`config.mk`:
```
export PLATFORM = sky130hd
export DESIGN_NAME = idle_time_utilization_monitor_top_flat
export DESIGN_NICKNAME = d
export VERILOG_FILES = /design/src/hdl/itum_pkg.sv /design/src/hdl/itum_if.sv /design/src/hdl/itum_front.sv /design/src/hdl/itum_fifo.sv /design/src/hdl/itum_back.sv /design/src/hdl/idle_time_utilization_monitor_top.sv /design/src/flat_wrapper.sv
export SDC_FILE = /design/constraint.sdc
export NUM_CORES = 1
export LEC_CHECK = 0
export BUFFER_PORTS_ARGS = -buffer_cell sky130_fd_sc_hd__buf_4
export CAP_MARGIN = 20
export CELL_PAD_IN_SITES_DETAIL_PLACEMENT = 2
export CELL_PAD_IN_SITES_GLOBAL_PLACEMENT = 2
export CORE_MARGIN = 2
export CORE_UTILIZATION = 42
export CTS_CLUSTER_DIAMETER = 50
export DETAILED_ROUTE_END_ITERATION = 8
export PLACE_DENSITY_LB_ADDON = 0.1
export SETUP_SLACK_MARGIN = 0.05
export SYNTH_ARGS = -nofsm -noshare
export SYNTH_HDL_FRONTEND = slang
export SYNTH_HIERARCHICAL = 1
export SYNTH_SLANG_ARGS = --single-unit
```
`constraint.sdc`:
```
create_clock -name clk -period 9 [get_ports clk]
set_input_delay 1.8 -clock clk [delete_from_list [all_inputs] [get_ports clk]]
set_output_delay 1.8 -clock clk [all_outputs]
set_load 0.02 [all_outputs]
```
`src/hdl/itum_pkg.sv`:
```
// Types and constants of the idle-time utilization monitor.
`default_nettype none
package itum_pkg;
	localparam int SAMPLE_W   = 32;
	localparam int ACC_W      = 32;
	localparam int GAP_W      = 16;
	localparam int IVL_W      = 32;
	localparam int PCT_W      = 7;
	localparam int PCT_SCALE  = 100;
	localparam int DIV_STEPS  = 7;
	localparam int DIV_W      = 39;
	localparam int FIFO_DEPTH = 2;
	localparam int APB_AW     = 3;
	localparam int APB_DW     = 32;

	localparam logic [ACC_W-1:0] ACC_MAX      = '1;
	localparam logic [GAP_W-1:0] IDLE_GAP_RST = 16'd20;
	localparam logic [IVL_W-1:0] IVL_RST      = 32'd500000;

	localparam logic REG_IDLE_GAP = 1'b0;
	localparam logic REG_INTERVAL = 1'b1;

	typedef struct packed {
		logic [GAP_W-1:0] idle_gap_max;
		logic [IVL_W-1:0] report_interval;
	} itum_cfg_t;

	typedef struct packed {
		logic [ACC_W-1:0] idle;
		logic [ACC_W-1:0] total;
	} itum_pair_t;
endpackage
`default_nettype wire

```
`src/hdl/itum_if.sv`:
```
// Valid/ready channel interfaces for timer samples and utilization results.
`default_nettype none
interface itum_sample_if;
	import itum_pkg::*;
	logic                valid;
	logic                ready;
	logic [SAMPLE_W-1:0] sample_time;
	modport source(output valid, output sample_time, input ready);
	modport sink(input valid, input sample_time, output ready);
endinterface

interface itum_result_if;
	import itum_pkg::*;
	logic             valid;
	logic             ready;
	logic [PCT_W-1:0] idle_percent;
	logic [ACC_W-1:0] idle_ticks_out;
	logic [ACC_W-1:0] total_ticks_out;
	modport source(output valid, output idle_percent, output idle_ticks_out,
		output total_ticks_out, input ready);
	modport sink(input valid, input idle_percent, input idle_ticks_out,
		input total_ticks_out, output ready);
endinterface
`default_nettype wire

```
`src/hdl/itum_front.sv`:
```
// Sample front end: gap accounting, wrap handling and report detection.
`default_nettype none
module itum_front #(
	parameter int TIME_BITS = 32
) (
	input  wire logic               clk,
	input  wire logic               arst_n,
	itum_sample_if.sink             in_ch,
	input  wire itum_pkg::itum_cfg_t cfg,
	input  wire logic               full,
	output logic                    push,
	output itum_pkg::itum_pair_t    push_data
);
	import itum_pkg::*;

	localparam int NOW_W = (TIME_BITS < SAMPLE_W) ? TIME_BITS : SAMPLE_W;
	localparam int SUM_W = ACC_W + 1;

	logic [NOW_W-1:0] prev_q, last_q;
	logic [ACC_W-1:0] total_q, idle_q;
	logic             resync_q, started_q;

	logic [NOW_W-1:0] now, base, gap;
	logic [SUM_W-1:0] tot_sum, idl_sum, limit;
	logic [ACC_W-1:0] tot_new, idl_new;
	logic             accept, wrap, is_idle, report;

	assign in_ch.ready = !full;
	assign accept      = in_ch.valid && in_ch.ready;

	always_comb begin
		now     = NOW_W'(in_ch.sample_time);
		base    = resync_q ? now : prev_q;
		wrap    = now < base;
		gap     = now - base;
		tot_sum = SUM_W'(total_q) + SUM_W'(gap);
		idl_sum = SUM_W'(idle_q) + SUM_W'(gap);
		tot_new = tot_sum[ACC_W] ? ACC_MAX : tot_sum[ACC_W-1:0];
		is_idle = SUM_W'(gap) <= SUM_W'(cfg.idle_gap_max);
		idl_new = !is_idle ? idle_q : (idl_sum[ACC_W] ? ACC_MAX : idl_sum[ACC_W-1:0]);
		limit   = SUM_W'(last_q) + SUM_W'(cfg.report_interval);
		report  = started_q && !wrap && (SUM_W'(now) > limit);
	end

	assign push            = accept && report;
	assign push_data.idle  = idl_new;
	assign push_data.total = tot_new;

	always_ff @(posedge clk or negedge arst_n) begin
		if (!arst_n) begin
			prev_q    <= '0;
			last_q    <= '0;
			total_q   <= '0;
			idle_q    <= '0;
			resync_q  <= 1'b0;
			started_q <= 1'b0;
		end else if (accept) begin
			prev_q <= now;
			if (!started_q) begin
				started_q <= 1'b1;
			end else if (wrap) begin
				last_q   <= now;
				resync_q <= 1'b0;
			end else if (report) begin
				last_q   <= now;
				total_q  <= '0;
				idle_q   <= '0;
				resync_q <= 1'b1;
			end else begin
				total_q  <= tot_new;
				idle_q   <= idl_new;
				resync_q <= 1'b0;
			end
		end
	end
endmodule
`default_nettype wire

```
`src/hdl/itum_fifo.sv`:
```
// Short register queue between the front end and the percentage unit.
`default_nettype none
module itum_fifo #(
	parameter int DEPTH = 2
) (
	input  wire logic            clk,
	input  wire logic            arst_n,
	input  wire logic            push,
	input  wire itum_pkg::itum_pair_t push_data,
	input  wire logic            pop,
	output itum_pkg::itum_pair_t pop_data,
	output logic                 full,
	output logic                 empty
);
	import itum_pkg::*;

	localparam int PTR_W = (DEPTH > 1) ? $clog2(DEPTH) : 1;
	localparam int CNT_W = $clog2(DEPTH + 1);

	itum_pair_t       entry_q [DEPTH];
	logic [PTR_W-1:0] wr_ptr_q, rd_ptr_q;
	logic [CNT_W-1:0] count_q;

	assign full     = count_q == CNT_W'(DEPTH);
	assign empty    = count_q == '0;
	assign pop_data = entry_q[rd_ptr_q];

	always_ff @(posedge clk) begin
		if (push) begin
			entry_q[wr_ptr_q] <= push_data;
		end
	end

	always_ff @(posedge clk or negedge arst_n) begin
		if (!arst_n) begin
			wr_ptr_q <= '0;
			rd_ptr_q <= '0;
			count_q  <= '0;
		end else begin
			if (push) begin
				wr_ptr_q <= (wr_ptr_q == PTR_W'(DEPTH - 1)) ? '0 : wr_ptr_q + 1'b1;
			end
			if (pop) begin
				rd_ptr_q <= (rd_ptr_q == PTR_W'(DEPTH - 1)) ? '0 : rd_ptr_q + 1'b1;
			end
			if (push && !pop) begin
				count_q <= count_q + 1'b1;
			end else if (pop && !push) begin
				count_q <= count_q - 1'b1;
			end
		end
	end
endmodule
`default_nettype wire

```
`src/hdl/itum_back.sv`:
```
// Back end: scales the idle count and divides it by the total, one bit per cycle.
`default_nettype none
module itum_back (
	input  wire logic            clk,
	input  wire logic            arst_n,
	input  wire logic            empty,
	input  wire itum_pkg::itum_pair_t pop_data,
	output logic                 pop,
	itum_result_if.source        out_ch
);
	import itum_pkg::*;

	localparam int CNT_W = $clog2(DIV_STEPS);

	typedef enum logic [3:0] {
		ST_IDLE = 4'b0001,
		ST_MUL  = 4'b0010,
		ST_DIV  = 4'b0100,
		ST_OUT  = 4'b1000
	} itum_state_t;

	itum_state_t      state_q;
	logic [ACC_W-1:0] idl_q, tot_q;
	logic [DIV_W-1:0] rem_q, dvs_q;
	logic [PCT_W-1:0] quo_q;
	logic [CNT_W-1:0] cnt_q;
	logic             fits;

	assign pop  = (state_q == ST_IDLE) && !empty;
	assign fits = rem_q >= dvs_q;

	assign out_ch.valid           = state_q == ST_OUT;
	assign out_ch.idle_percent    = (tot_q == '0) ? '0 : quo_q;
	assign out_ch.idle_ticks_out  = idl_q;
	assign out_ch.total_ticks_out = tot_q;

	always_ff @(posedge clk or negedge arst_n) begin
		if (!arst_n) begin
			state_q <= ST_IDLE;
		end else begin
			unique case (state_q)
				ST_IDLE: if (!empty) state_q <= ST_MUL;
				ST_MUL:  state_q <= ST_DIV;
				ST_DIV:  if (cnt_q == CNT_W'(DIV_STEPS - 1)) state_q <= ST_OUT;
				ST_OUT:  if (out_ch.ready) state_q <= ST_IDLE;
				default: state_q <= ST_IDLE;
			endcase
		end
	end

	always_ff @(posedge clk) begin
		unique case (state_q)
			ST_IDLE: begin
				idl_q <= pop_data.idle;
				tot_q <= pop_data.total;
			end
			ST_MUL: begin
				rem_q <= DIV_W'(idl_q) * DIV_W'(PCT_SCALE);
				dvs_q <= DIV_W'(tot_q) << (DIV_STEPS - 1);
				quo_q <= '0;
				cnt_q <= '0;
			end
			ST_DIV: begin
				if (fits) begin
					rem_q <= rem_q - dvs_q;
				end
				quo_q <= {quo_q[PCT_W-2:0], fits};
				dvs_q <= dvs_q >> 1;
				cnt_q <= cnt_q + 1'b1;
			end
			ST_OUT: begin
			end
			default: begin
			end
		endcase
	end
endmodule
`default_nettype wire

```
`src/hdl/idle_time_utilization_monitor_top.sv`:
```
// Top level of the idle-time utilization monitor with its register port.
//
//   channel   direction  contents
//   in_ch     in         sample_time, timer value in ticks
//   out_ch    out        idle_percent, idle_ticks_out, total_ticks_out
//   APB       in/out     idle_gap_max at 0x0, report_interval at 0x4
//
// A sample is taken while the two-entry result queue has room.
// In the back end a report passes through a pop, the scaling multiply and seven
// restoring division steps, then it waits in the output register.
// Reset clears the front-end counters and times and the queue pointers; no clearing pass is needed.
// A stalled result fills the queue, after which in_ch.ready falls.
`default_nettype none
module idle_time_utilization_monitor_top #(
	parameter int TIME_BITS = 32
) (
	input  wire logic                         clk,
	input  wire logic                         arst_n,
	itum_sample_if.sink                       in_ch,
	itum_result_if.source                     out_ch,
	input  wire logic                         psel,
	input  wire logic                         penable,
	input  wire logic                         pwrite,
	input  wire logic [itum_pkg::APB_AW-1:0]  paddr,
	input  wire logic [itum_pkg::APB_DW-1:0]  pwdata,
	output logic      [itum_pkg::APB_DW-1:0]  prdata,
	output logic                              pready
);
	import itum_pkg::*;

	itum_cfg_t  cfg_q;
	itum_pair_t push_data, pop_data;
	logic       push, pop, full, empty, wr_en;

	assign pready = 1'b1;
	assign wr_en  = psel && penable && pwrite && pready;
	assign prdata = (paddr[2] == REG_INTERVAL) ? APB_DW'(cfg_q.report_interval)
	                                           : APB_DW'(cfg_q.idle_gap_max);

	always_ff @(posedge clk or negedge arst_n) begin
		if (!arst_n) begin
			cfg_q.idle_gap_max    <= IDLE_GAP_RST;
			cfg_q.report_interval <= IVL_RST;
		end else if (wr_en) begin
			unique case (paddr[2])
				REG_IDLE_GAP: cfg_q.idle_gap_max    <= pwdata[GAP_W-1:0];
				REG_INTERVAL: cfg_q.report_interval <= pwdata[IVL_W-1:0];
				default:      cfg_q                 <= cfg_q;
			endcase
		end
	end

	itum_front #(.TIME_BITS(TIME_BITS)) u_front (
		.clk       (clk),
		.arst_n    (arst_n),
		.in_ch     (in_ch),
		.cfg       (cfg_q),
		.full      (full),
		.push      (push),
		.push_data (push_data)
	);

	itum_fifo #(.DEPTH(FIFO_DEPTH)) u_fifo (
		.clk       (clk),
		.arst_n    (arst_n),
		.push      (push),
		.push_data (push_data),
		.pop       (pop),
		.pop_data  (pop_data),
		.full      (full),
		.empty     (empty)
	);

	itum_back u_back (
		.clk      (clk),
		.arst_n   (arst_n),
		.empty    (empty),
		.pop_data (pop_data),
		.pop      (pop),
		.out_ch   (out_ch)
	);
endmodule
`default_nettype wire

```
`src/flat_wrapper.sv`:
```
// flat-port wrapper written by rule: the top's interface ports become plain ports
module idle_time_utilization_monitor_top_flat import itum_pkg::*;
#(
	parameter int TIME_BITS = 32
)
  (clk, arst_n, psel, penable, pwrite, paddr, pwdata, prdata, pready, in_ch_valid, in_ch_sample_time, in_ch_ready, out_ch_valid, out_ch_idle_percent, out_ch_idle_ticks_out, out_ch_total_ticks_out, out_ch_ready);
  itum_sample_if in_ch_i ();
  itum_result_if out_ch_i ();
  input  wire logic clk;
  input  wire logic arst_n;
  input  wire logic psel;
  input  wire logic penable;
  input  wire logic pwrite;
  input  wire logic [itum_pkg::APB_AW-1:0] paddr;
  input  wire logic [itum_pkg::APB_DW-1:0] pwdata;
  output logic      [itum_pkg::APB_DW-1:0] prdata;
  output logic pready;
  input wire logic [$bits(in_ch_i.valid)-1:0] in_ch_valid;
  input wire logic [$bits(in_ch_i.sample_time)-1:0] in_ch_sample_time;
  output wire logic [$bits(in_ch_i.ready)-1:0] in_ch_ready;
  output wire logic [$bits(out_ch_i.valid)-1:0] out_ch_valid;
  output wire logic [$bits(out_ch_i.idle_percent)-1:0] out_ch_idle_percent;
  output wire logic [$bits(out_ch_i.idle_ticks_out)-1:0] out_ch_idle_ticks_out;
  output wire logic [$bits(out_ch_i.total_ticks_out)-1:0] out_ch_total_ticks_out;
  input wire logic [$bits(out_ch_i.ready)-1:0] out_ch_ready;
  assign in_ch_i.valid = in_ch_valid;
  assign in_ch_i.sample_time = in_ch_sample_time;
  assign in_ch_ready = in_ch_i.ready;
  assign out_ch_valid = out_ch_i.valid;
  assign out_ch_idle_percent = out_ch_i.idle_percent;
  assign out_ch_idle_ticks_out = out_ch_i.idle_ticks_out;
  assign out_ch_total_ticks_out = out_ch_i.total_ticks_out;
  assign out_ch_i.ready = out_ch_ready;
  idle_time_utilization_monitor_top #(.TIME_BITS(TIME_BITS)) u_core (.clk(clk), .arst_n(arst_n), .in_ch(in_ch_i), .out_ch(out_ch_i), .psel(psel), .penable(penable), .pwrite(pwrite), .paddr(paddr), .pwdata(pwdata), .prdata(prdata), .pready(pready));
endmodule
```
# --- Word level (Yosys, flattened, before mapping) ---
# Memory sizes are Yosys's and may differ from the RTL's. A register that Yosys moved wholly into a read port is not among the register bits.
# Cells that the tools add are included.
totals:
  regBits: 274
  memories: 1
  ram_bits: 128
  inputBits: 74
classes:
  n_addsub: 10
  reduce_logical: 26
  bitwise: 2
  mux: 27
  n_eq_ne: 10
  n_lt_le_gt_ge: 4
  multipliers: 1
memory_table:
  columns: ["memory", "words", "word_bits", "read_ports", "rd_clocked_by_memory_dff", "wr", "line_no", "text"]
  rows:
  - ["u_core.u_fifo.entry_q", 2, 64, 1, 1, 1, "itum_fifo.sv:20", "itum_pair_t entry_q [DEPTH];"]
ops:
  columns: ["op", "n"]
  rows:
  - ["two-way mux 32 bit", 9]
  - ["one-hot mux 39 bit (2 select lines)", 2]
  - ["adder 32 x 32 -> 33 bit", 3]
  - [">= comparator 39 bit", 1]
  - ["two-way mux 39 bit", 1]
  - ["subtractor 39 bit", 1]
  - ["multiplier 32 x 5 -> 37 bit (second input constant)", 1]
  - ["greater-than comparator 32 x 33 -> 1 bit", 1]
  - ["less-or-equal comparator 32 x 16 -> 1 bit", 1]
  - ["logical NOT 32 bit", 1]
  - ["< comparator 32 bit", 1]
  - ["subtractor 32 bit", 1]
  - ["one-hot mux 4 bit (4 select lines)", 1]
  - ["one-hot mux 7 bit (2 select lines)", 1]
  - ["two-way mux 4 bit", 3]
  - ["logical AND 1 bit", 9]
  - ["AND reduction 3 bit", 3]
  - ["AND reduction 2 bit", 4]
  - ["two-way mux 7 bit", 1]
  - ["two-way mux 1 bit", 6]
  - ["!= test 2 bit (second input constant)", 3]
  - ["one-hot mux 3 bit (2 select lines)", 1]
  - ["nonzero test 2 bit", 3]
  - ["logical NOT 1 bit", 5]
  - ["other kinds (14)", 17]

# --- Logic depth before layout (Yosys ltp) ---
# Gate-level depths: netlist of the first run.
logic_depth:
  word_depth: 10
  depth_mapped: 25
  depth_no_buf: 25

# --- Cells and area by module ---
# The synthesis of the first run kept the hierarchy.
modules_own_cells:
  columns: ["module", "seq_area_each_um2", "cells_each", "instances", "area_per_inst_um2"]
  rows:
  - ["itum_front", 3253.1, 1488, 1, 13260.2]
  - ["itum_back", 4635.7, 1143, 1, 11387.2]
  - ["itum_fifo", 3943.8, 215, 1, 5011.1]
  - ["idle_time_utilization_monitor_top", 1212.4, 140, 1, 2197.1]

# --- Worst setup path after synthesis of the first run ---
# Ideal clock, no wire load.
synth_timing:
  path_kind: "input port to flip-flop"
  startpoint: "input port in_ch_sample_time[0]"
  endpoint: "memory u_core/u_fifo/entry_q[0][0] (netlist bit), enable pin"
  path_buffers: 0
  required_time_ps: 8506
  t_arrival_ps: 7344
  setup_ps: 494
  slack_ps: 1162
  cell_stages: 12
  path_cell_list: "mux2_2 -> ha_1 -> fa_1 -> nor2b_1 -> o31a_1 -> a31oi_2 -> a31o_2 -> a211oi_1 -> o31a_1 -> o31a_1 -> and2_1 -> nor2b_1"
synth_via:
  elab_chain_len: 8
  elab_cells_between_ends: 9
  cone_classes: "2 x order compare; 3 x mux; 4 x reduce/logical"
synth_rtl:
  columns: ["item", "line_no", "text"]
  rows:
  - ["start, declared", "flat_wrapper.sv:19", "input wire logic [$bits(in_ch_i.sample_time)-1:0] in_ch_sample_time;"]
  - ["two-way mux 32 bit", "itum_front.sv:33", "base = resync_q ? now : prev_q;"]
  - ["< comparator 32 bit", "itum_front.sv:34", "wrap = now < base;"]
  - ["logical NOT 1 bit", "itum_front.sv:42", "report = started_q && !wrap && (SUM_W'(now) > limit);"]
  - ["logical AND 1 bit", "itum_front.sv:42", null]
  - ["logical AND 1 bit *", "itum_front.sv:42", null]
  - ["logical AND 1 bit *", "itum_front.sv:45", "assign push = accept && report;"]
  - ["via u_core.push", "idle_time_utilization_monitor_top.sv:33", "logic push, pop, full, empty, wr_en;"]
  - ["two-way mux 1 bit *", "itum_fifo.sv:29", "if (push) begin"]
  - ["two-way mux 1 bit (not written as such) *", "itum_fifo.sv:30", "entry_q[wr_ptr_q] <= push_data;"]
  - ["end, declared", "itum_fifo.sv:20", null]
# The timed path passes the listed nets; every way through them passes the cells marked *.

==> results.tsv, run 1 <==
metric	value	unit
port_buffers	176	
antenna_cells	0	
num_io_pins	180	
yosys_register_bits	465	
async_reset_ff_share	40.00	%
mostFrequentLayoutCell	ha_1	
fin_crit_sh	83.99	%
max-slew-margin-rel	26.97	%
slowest_delay	0.68	ns
dp_hpwl	79.38	mm
h-tree-depth	3	
hold_viol_final	0	
wl_per_cell	25.38	um
start_kind	input port	
fin_crit	7.559	ns
drtIter0Drc	1136	
grt_pass1_vias	27683	
drc	0	
hold_class	reg2reg	
multi_input_area	17470	sq um
maxSlewViolCount	0	
seqCellArea	13050	sq um
cp.buffers_inverters	1	
clk_pin_slew	0.05	ns
crit_required	9.39	ns
cp_top_family	compound AO/OA/AOI/OAI gates	
rows	100	
numClockSinks	465	
gp_congestion	0.9008	
grt_overflow_total	0	
root_buffer	clkbuf_16	
syn_area	31860	sq um
critPathArrivalTime	7.95	ns
outcome	finished clean	
path_class	in2reg	
most-common-layout-cells	ha_1, edfxtp_1, inv_1	
crit_chain	buf_4, mux2_2, ha_1, fa_1, nor2b_1, o31a_1, a31oi_2, a21oi_1, xor2_1, ha_1, a21o_1, a211oi_1, o21ai_0, o2bb2ai_1, o32ai_1, o21ai_0, o311ai_0, nor3_1, a31oi_1	
via_per_inst	5.865	
core	74820	sq um
initial_core_util	42.58	%
drive_above_1_share	18.35	%
fmax	132.3	MHz
cts_made_buffers	72	
hold_slack	0.4807	ns
crit_path_max_fanout	5	
yosysWarningCount	6	
grt_pass1_wl	165.9	mm
cts_tree	built	
postSynthAreaPerCell	10.67	sq um
die_area	78060	sq um
ys.flop_type	edfxtp_1	
fin_worst_skew	0.04616	ns
synth_nets	3409	
grt_max_degree	76	
end_kind	register	
cts_resized	0	
antenna_found_initial	1	
grt_use_total	27.32	%
yosysUniqueCellTypes	93	
syn_to_final_growth	15.26	%
vias	24610	
tns	0	ns
nNetsFinal	3590	
wl_met2	54.96	mm
wl	106.5	mm
wl_met3	2.614	mm
crit_slowest_cell	xor2_1	
die_h	279.4	um
clk_latency	0.64	ns
maxCapViolations	0	
tightestPinTransition	1.088	ns
ctsHoldBuffers	0	
ant_nets	0	
cts_setup_buffers	0	
synth_edf_count	279	
drt-met1-wl	44.12	mm
drt_pass1_iterations	5	
yosysSeqAreaShare	40.95	%
fillCellCount	7617	
die_x	279.4	um
topRoutingLayerUsed	met5	
clockBufferDepth	3	
syn_inst	2986	
setup_viol	0	
rsz0062_at_grt	false	
-- worst paths after layout --
kind / start / endpoint / slack, ns / cells past startpoint
setup / recovery: in_ch_sample_time[0] / u_core/u_fifo/entry_q[0][59] / 1.44 / 19
hold / removal: u_core/u_front/started_q / u_core/u_front/started_q / 0.48 / 1
min in group asynchronous: arst_n / u_core/cfg_q[38] / 1.15 / 1
hold reg to reg: u_core/u_front/started_q / u_core/u_front/started_q / 0.48 / 1
setup reg to reg: u_core/u_front/resync_q / u_core/u_fifo/entry_q[0][59] / 1.92 / 18
max in group asynchronous: arst_n / u_core/u_front/total_q[9] / 6.48 / 2
-- state kept, by name, summed over array words and instances (netlist names) --
signal                                cells
u_core/u_fifo/count_q                     2
u_core/u_back/out_ch.idle_ticks_out      32
u_core/u_fifo/rd_ptr_q                    1
u_core/u_back/rem_q                      39
u_core/u_front/idle_q                    32
u_core/u_front/started_q                  1
u_core/u_back/quo_q                       7
u_core/u_front/prev_q                    32
u_core/u_back/cnt_q                       3
u_core/u_back/out_ch.total_ticks_out     32
u_core/u_fifo/entry_q                   128
u_core/u_front/last_q                    32
u_core/u_front/total_q                   32
u_core/u_back/state_q                     4
u_core/u_fifo/wr_ptr_q                    1
u_core/u_back/dvs_q                      38
u_core/cfg_q                             48
u_core/u_front/resync_q                   1
-- kinds of logic (layout without fill, tap and decap cells) --
kind of cell | Yosys count | in the layout | share of synthesized area (%)
xor gates and xnor gates | 162 | 162 | 4.454
muxes | 233 | 233 | 8.786
and+or+nand+nor | 614 | 614 | 9.635
buffers and inverters | 328 | 569 | 4.407
AOI/OAI and AO/OA | 834 | 834 | 17.29
DFF | 465 | 465 | 40.95
adders and majority gates | 349 | 349 | 14.46
other | 1 | 1 | 0.01177
-- per-stage QoR --
step / instance area [sq um] / std cells / setup WS, ns / utilization, %
3_3_place_gp: 34140 / 4060 / 1.136 / 45.63
6_report: 36720 / 4196 / 1.441 / 49.07
2_1_floorplan: 31860 / 2986 / 1.162 / -
4_1_cts: 36690 / 4195 / 1.492 / 49.04
5_1_grt: 36720 / 4196 / 1.077 / 49.07
3_5_place_dp: 34150 / 4061 / 0.8837 / 45.64
-- routing by layer --
metal / global-route usage, % / up-vias
met5: 0 / -
met2: 49.68 / 422
met4: 11.59 / 2
li1: - / 11403
met3: 2.911 / 168
met1: 32.73 / 12615
-- synth_stat cells, types with 18 or more instances --
cell type  instances  area share (%)
nor2b_1           27            0.53
a22o_1            31            0.85
ha_1             317              12
nor2_1           133             1.6
mux2_2           131             4.6
inv_1            226             2.7
o21bai_1          26            0.61
o21a_1            28            0.66
dfrtp_1          176              14
a211oi_1          28            0.66
nand2_1          168             2.0
and2_1            29            0.57
fa_1              32             2.0
buf_2             18            0.28
nand3_1           35            0.55
o2bb2ai_1         32            0.88
a21oi_1          224             3.5
nand2b_1          22            0.43
mux2i_1           40             1.3
nor4_1            20            0.39
mux2_4            60             2.8
xor2_1            80             2.2
xnor2_1           82             2.3
o21ai_0          145             2.3
nand4_1           37            0.73
nor3_1            68             1.1
a31oi_1           56             1.1
buf_6             18            0.64
and3_1            22            0.43
edfxtp_1         279              26
clkbuf_1          60            0.71
a21o_1           134             3.2
-- worst reg2reg max path: cells and delay by family, from the launching register on --
family | cells | cell delay (ns)
muxes | 1 | 0.44
DFF | 1 | 0.70
adders and majority gates | 3 | 1.13
AOI/OAI and AO/OA | 11 | 3.63
and+or+nand+nor | 2 | 0.30
xor gates and xnor gates | 1 | 0.68
-- layout make-up --
class,count,area share (%)
multi-input cells,2193,47.57
clock buffers,89,5.217
clock inverters,45,1.711
inverters,226,2.310
well taps,969,3.302
repair buffers,209,4.345
flip-flops and latches,465,35.54
Power of run 1 is left out: the tool's default activity adds up to more than one toggle a clock period on the data nets, which glitch-free logic cannot reach.
==> run 2, diff against run 1 <==
- clock period: 9 -> 7.3 ns (I/O delays scaled with it)
==> results.tsv, run 2 (synthesized netlist as in run 1, its figures left out) <==
metric	value	unit	change
rsz0062_at_grt	false		unchanged
ant_nets	0		unchanged
path_common_cell	o21ai_0		
via_per_inst	5.884		was 5.865
cp.buffers_inverters	2		was 1
grt_pass1_wl	171.4	mm	was 165.9 mm
final_cell_area	37300	sq um	was 36720 sq um
fillCellCount	7530		was 7617
drtIter0Drc	1293		was 1136
end_kind	register		unchanged
port_buffers	176		unchanged
max-slew-margin-rel	28.85	%	was 26.97%
fin_ws	0.5960	ns	was 1.441 ns
outcome	finished clean		unchanged
syn_to_final_growth	17.08	%	was 15.26%
maxCapViolations	0		unchanged
grt_pass1_vias	28406		was 27683
largestRegisters	u_core/u_fifo/entry_q (128), u_core/cfg_q (48), u_core/u_back/rem_q (39)		unchanged
h-tree-depth	3		unchanged
cts_made_buffers	73		was 72
core	74820	sq um	unchanged
die_area	78060	sq um	unchanged
fin_worst_skew	0.03832	ns	was 0.04616 ns
grt_use_total	28.44	%	was 27.32%
vias	25084		was 24610
setup_viol	0		unchanged
ctsHoldBuffers	0		unchanged
dpl-instance-area	34770	sq um	was 34150 sq um
drt_pass1_iterations	5		unchanged
cts_setup_buffers	0		unchanged
crit_required	7.62	ns	was 9.39 ns
hold_viol_final	0		unchanged
wl	111.5	mm	was 106.5 mm
cts_resized	0		unchanged
initial_core_util	42.58	%	unchanged
multi_input_area	17470	sq um	unchanged
root_buffer	clkbuf_16		unchanged
start_kind	register		was input port
tns	0	ns	unchanged
wl_per_cell	26.16	um	was 25.38 um
largest_reg_flops	128		unchanged
path_class	reg2reg		was in2reg
crit_path_max_fanout	26		was 5
fin_crit	6.704	ns	
hold_class	reg2reg		unchanged
tightestPinTransition	1.060	ns	was 1.088 ns
clockBufferDepth	3		unchanged
crit_chain	ha_1, a21o_1, a21oi_1, o21ai_0, a311oi_1, o31ai_1, nand2_1, o21ai_0, a21o_1, a21oi_1, xor2_1, ha_1, nand4_1, nor3_1, nand2_1, o21ai_0, o21bai_1, a31o_2, a31oi_1, buf_4, and2_1, nor2b_4, buf_12		was buf_4, mux2_2, ha_1, fa_1, nor2b_1, o31a_1, a31oi_2, a21oi_1, xor2_1, ha_1, a21o_1, a211oi_1, o21ai_0, o2bb2ai_1, o32ai_1, o21ai_0, o311ai_0, nor3_1, a31oi_1
rows	100		unchanged
drive_above_1_share	20.01	%	was 18.35%
gp_congestion	0.9366		was 0.9008
post-place-ws	-0.03112	ns	was 0.8837 ns
grt_overflow_total	0		unchanged
clk_latency	0.63	ns	was 0.64 ns
mostFrequentLayoutCell	ha_1		unchanged
dp_hpwl	83.15	mm	was 79.38 mm
crit_slowest_cell	a311oi_1		was xor2_1
antenna_found_initial	1		unchanged
cts_tree	built		unchanged
num_io_pins	180		unchanged
cp_top_family	compound AO/OA/AOI/OAI gates		unchanged
antenna_cells	0		unchanged
most-common-layout-cells	ha_1, edfxtp_1, buf_4		was ha_1, edfxtp_1, inv_1
fin_crit_sh	91.84	%	
die_h	279.4	um	unchanged
regMostFlops	u_core/u_fifo/entry_q		unchanged
seqCellArea	13050	sq um	unchanged
numClockSinks	465		unchanged
drc	0		unchanged
critPathArrivalTime	7.02	ns	was 7.95 ns
die_x	279.4	um	unchanged
maxSlewViolCount	0		unchanged
clk_pin_slew	0.05	ns	about the same
nNetsFinal	3658		was 3590
fmax	149.2	MHz	
slowest_delay	0.61	ns	was 0.68 ns
grt_max_degree	81		was 76
run 2: area by class of cell:
type / count / share of cell area [%]
clock inverters: 43 / 1.352
inverters: 226 / 2.275
repair buffers: 276 / 5.941
well taps: 969 / 3.251
flip-flops and latches: 465 / 34.99
clock buffers: 91 / 5.354
multi-input cells: 2193 / 46.84
run 2: per-layer routing:
layer / share of wire, % / global-route usage [%] / wire (um) / vias to the layer above
met5: 0 / 0 / 0 / -
met1: 40 / 32.86 / 44800 / 12815
li1: - / - / - / 11548
met4: 4.9 / 13.30 / 5428 / 0
met3: 2.7 / 2.736 / 3018 / 210
met2: 52 / 52.78 / 58250 / 511
run 2: worst paths after layout:
check,cells past startpoint,slack [ns],end,startpoint
min reg2reg,1,0.47,u_core/u_front/started_q,u_core/u_front/started_q
min,1,0.47,u_core/u_front/started_q,u_core/u_front/started_q
min in group asynchronous,1,0.89,u_core/cfg_q[42],arst_n
max in group asynchronous,2,4.90,u_core/u_fifo/rd_ptr_q,arst_n
max,23,0.60,u_core/u_fifo/entry_q[0][43],u_core/cfg_q[1]
max reg2reg,23,0.60,u_core/u_fifo/entry_q[0][43],u_core/cfg_q[1]
run 2: metrics by stage:
stage / util, % / cells / hold slack, ns
after global placement: 46.48 / 4128 / 0.4524
after CTS: 49.82 / 4262 / 0.4734
after floorplan: - / 2986 / 0.4394
after global routing: 49.85 / 4263 / 0.5054
final: 49.85 / 4263 / 0.4744
after detailed placement: 46.48 / 4128 / 0.4551
Power of run 2 is left out for the same reason.
==> run 3, diff against run 2 <==
- clock period: 7.3 -> 7.7 ns (I/O delays scaled with it)
==> results.tsv, run 3 (synthesized netlist as in run 1, its figures left out) <==
metric	value	unit	change
hold_class	reg2reg		unchanged
rsz0062_at_grt	false		unchanged
cts_setup_buffers	0		unchanged
fin_crit_sh	92.80	%	
tns	0	ns	unchanged
drt_pass1_iterations	5		unchanged
outcome	finished clean		unchanged
die_area	78060	sq um	unchanged
fin_worst_skew	0.03524	ns	was 0.03832 ns
numClockSinks	465		unchanged
h-tree-depth	3		unchanged
via_per_inst	5.881		was 5.884
port_buffers	176		unchanged
die_x	279.4	um	unchanged
grt_use_total	28.11	%	was 28.44%
wl	110.2	mm	was 111.5 mm
initial_core_util	42.58	%	unchanged
ant_nets	0		unchanged
regMostFlops	u_core/u_fifo/entry_q		unchanged
critPathArrivalTime	7.66	ns	was 7.02 ns
setup_viol	0		unchanged
fin_crit	7.145	ns	
fillCellCount	7615		was 7530
cts_made_buffers	73		unchanged
core	74820	sq um	unchanged
most-common-layout-cells	ha_1, edfxtp_1, buf_4		unchanged
end_kind	register		unchanged
syn_to_final_growth	16.40	%	was 17.08%
maxCapViolations	0		unchanged
grt_pass1_vias	28040		was 28406
clockBufferDepth	3		unchanged
drc	0		unchanged
largestRegisters	u_core/u_fifo/entry_q (128), u_core/cfg_q (48), u_core/u_back/rem_q (39)		unchanged
grt_max_degree	76		was 81
mostFrequentLayoutCell	ha_1		unchanged
cts_resized	0		unchanged
drive_above_1_share	19.22	%	was 20.01%
die_h	279.4	um	unchanged
rows	100		unchanged
clk_pin_slew	0.06	ns	was 0.05 ns
grt_overflow_total	0		unchanged
root_buffer	clkbuf_16		unchanged
nNetsFinal	3627		was 3658
drtIter0Drc	1026		was 1293
start_kind	input port		was register
gp_congestion	0.9279		was 0.9366
dp_hpwl	83.98	mm	was 83.15 mm
wl_per_cell	26.03	um	was 26.16 um
ctsHoldBuffers	0		unchanged
crit_path_max_fanout	21		was 26
vias	24887		was 25084
cts_tree	built		unchanged
crit_required	8.21	ns	was 7.62 ns
antenna_found_initial	0		was 1
max-slew-margin-rel	32.21	%	was 28.85%
num_io_pins	180		unchanged
tightestPinTransition	1.010	ns	was 1.060 ns
path_class	in2reg		was reg2reg
grt_pass1_wl	169.9	mm	was 171.4 mm
hold_viol_final	0		unchanged
largest_reg_flops	128		unchanged
maxSlewViolCount	0		unchanged
clk_latency	0.63	ns	about the same
fmax	140.0	MHz	
run 3: worst max-delay path: stages:
cell and delay [ns]:
buf_4 0.13, mux2_2 0.26, ha_1 0.25, fa_1 0.47
nor2b_1 0.20, o31a_1 0.23, a31oi_2 0.17, a21oi_1 0.25
a21oi_1 0.12, xnor2_1 0.81, ha_1 0.43, and2_1 0.25
a21o_1 0.19, a221oi_1 0.36, a2bb2oi_1 0.21, o31ai_1 0.12
nor2_1 0.22, o21ai_1 0.14, a21oi_2 0.53, buf_12 0.24
o21ai_0 0.23, a22o_1 0.27
run 3: layout make-up:
class | instances | area (sq um) | area share (%)
diodes | 1 | 2.502 | 0.006749
repair buffers | 245 | 1958 | 5.281
flip-flops and latches | 465 | 13050 | 35.19
clock inverters | 45 | 591.8 | 1.596
inverters | 226 | 848.3 | 2.288
well taps | 969 | 1212 | 3.270
clock buffers | 88 | 1943 | 5.240
multi-input cells | 2193 | 17470 | 47.13
run 3: final timing paths:
path                            slack, ns                      from  cells past startpoint                            to
worst max-delay path                 0.55      in_ch_sample_time[0]                     22     u_core/u_front/total_q[3]
worst min register to register       0.47  u_core/u_front/started_q                      1      u_core/u_front/started_q
worst min-delay path                 0.47  u_core/u_front/started_q                      1      u_core/u_front/started_q
worst max register to register       0.94           u_core/cfg_q[1]                     22  u_core/u_fifo/entry_q[1][42]
max in group asynchronous            5.40                    arst_n                      2    u_core/u_front/total_q[18]
min in group asynchronous            0.93                    arst_n                      1              u_core/cfg_q[40]
run 3: metrics by stage:
| step | hold slack [ns] | cell area (sq um) | instances | setup slack, ns | util [%] |
|---|---|---|---|---|---|
| after global routing | 0.5111 | 37080 | 4231 | 0.4603 | 49.56 |
| after floorplan | 0.4394 | 31860 | 2986 | 0.1218 | - |
| final | 0.4731 | 37080 | 4232 | 0.5546 | 49.56 |
| after global placement | 0.4557 | 34500 | 4095 | 0.3852 | 46.10 |
| after detailed placement | 0.4644 | 34500 | 4096 | 0.04726 | 46.11 |
| after CTS | 0.4784 | 37040 | 4229 | 0.7068 | 49.50 |
run 3: layer usage:
| metal | vias to the layer above | global-route usage (%) | wire length, um |
|---|---|---|---|
| li1 | 11505 | - | - |
| met1 | 12720 | 32.81 | 44740 |
| met2 | 479 | 51.91 | 57570 |
| met3 | 183 | 2.919 | 2679 |
| met4 | 0 | 12.53 | 5166 |
| met5 | - | 0 | 0 |
Power of run 3 is left out for the same reason.
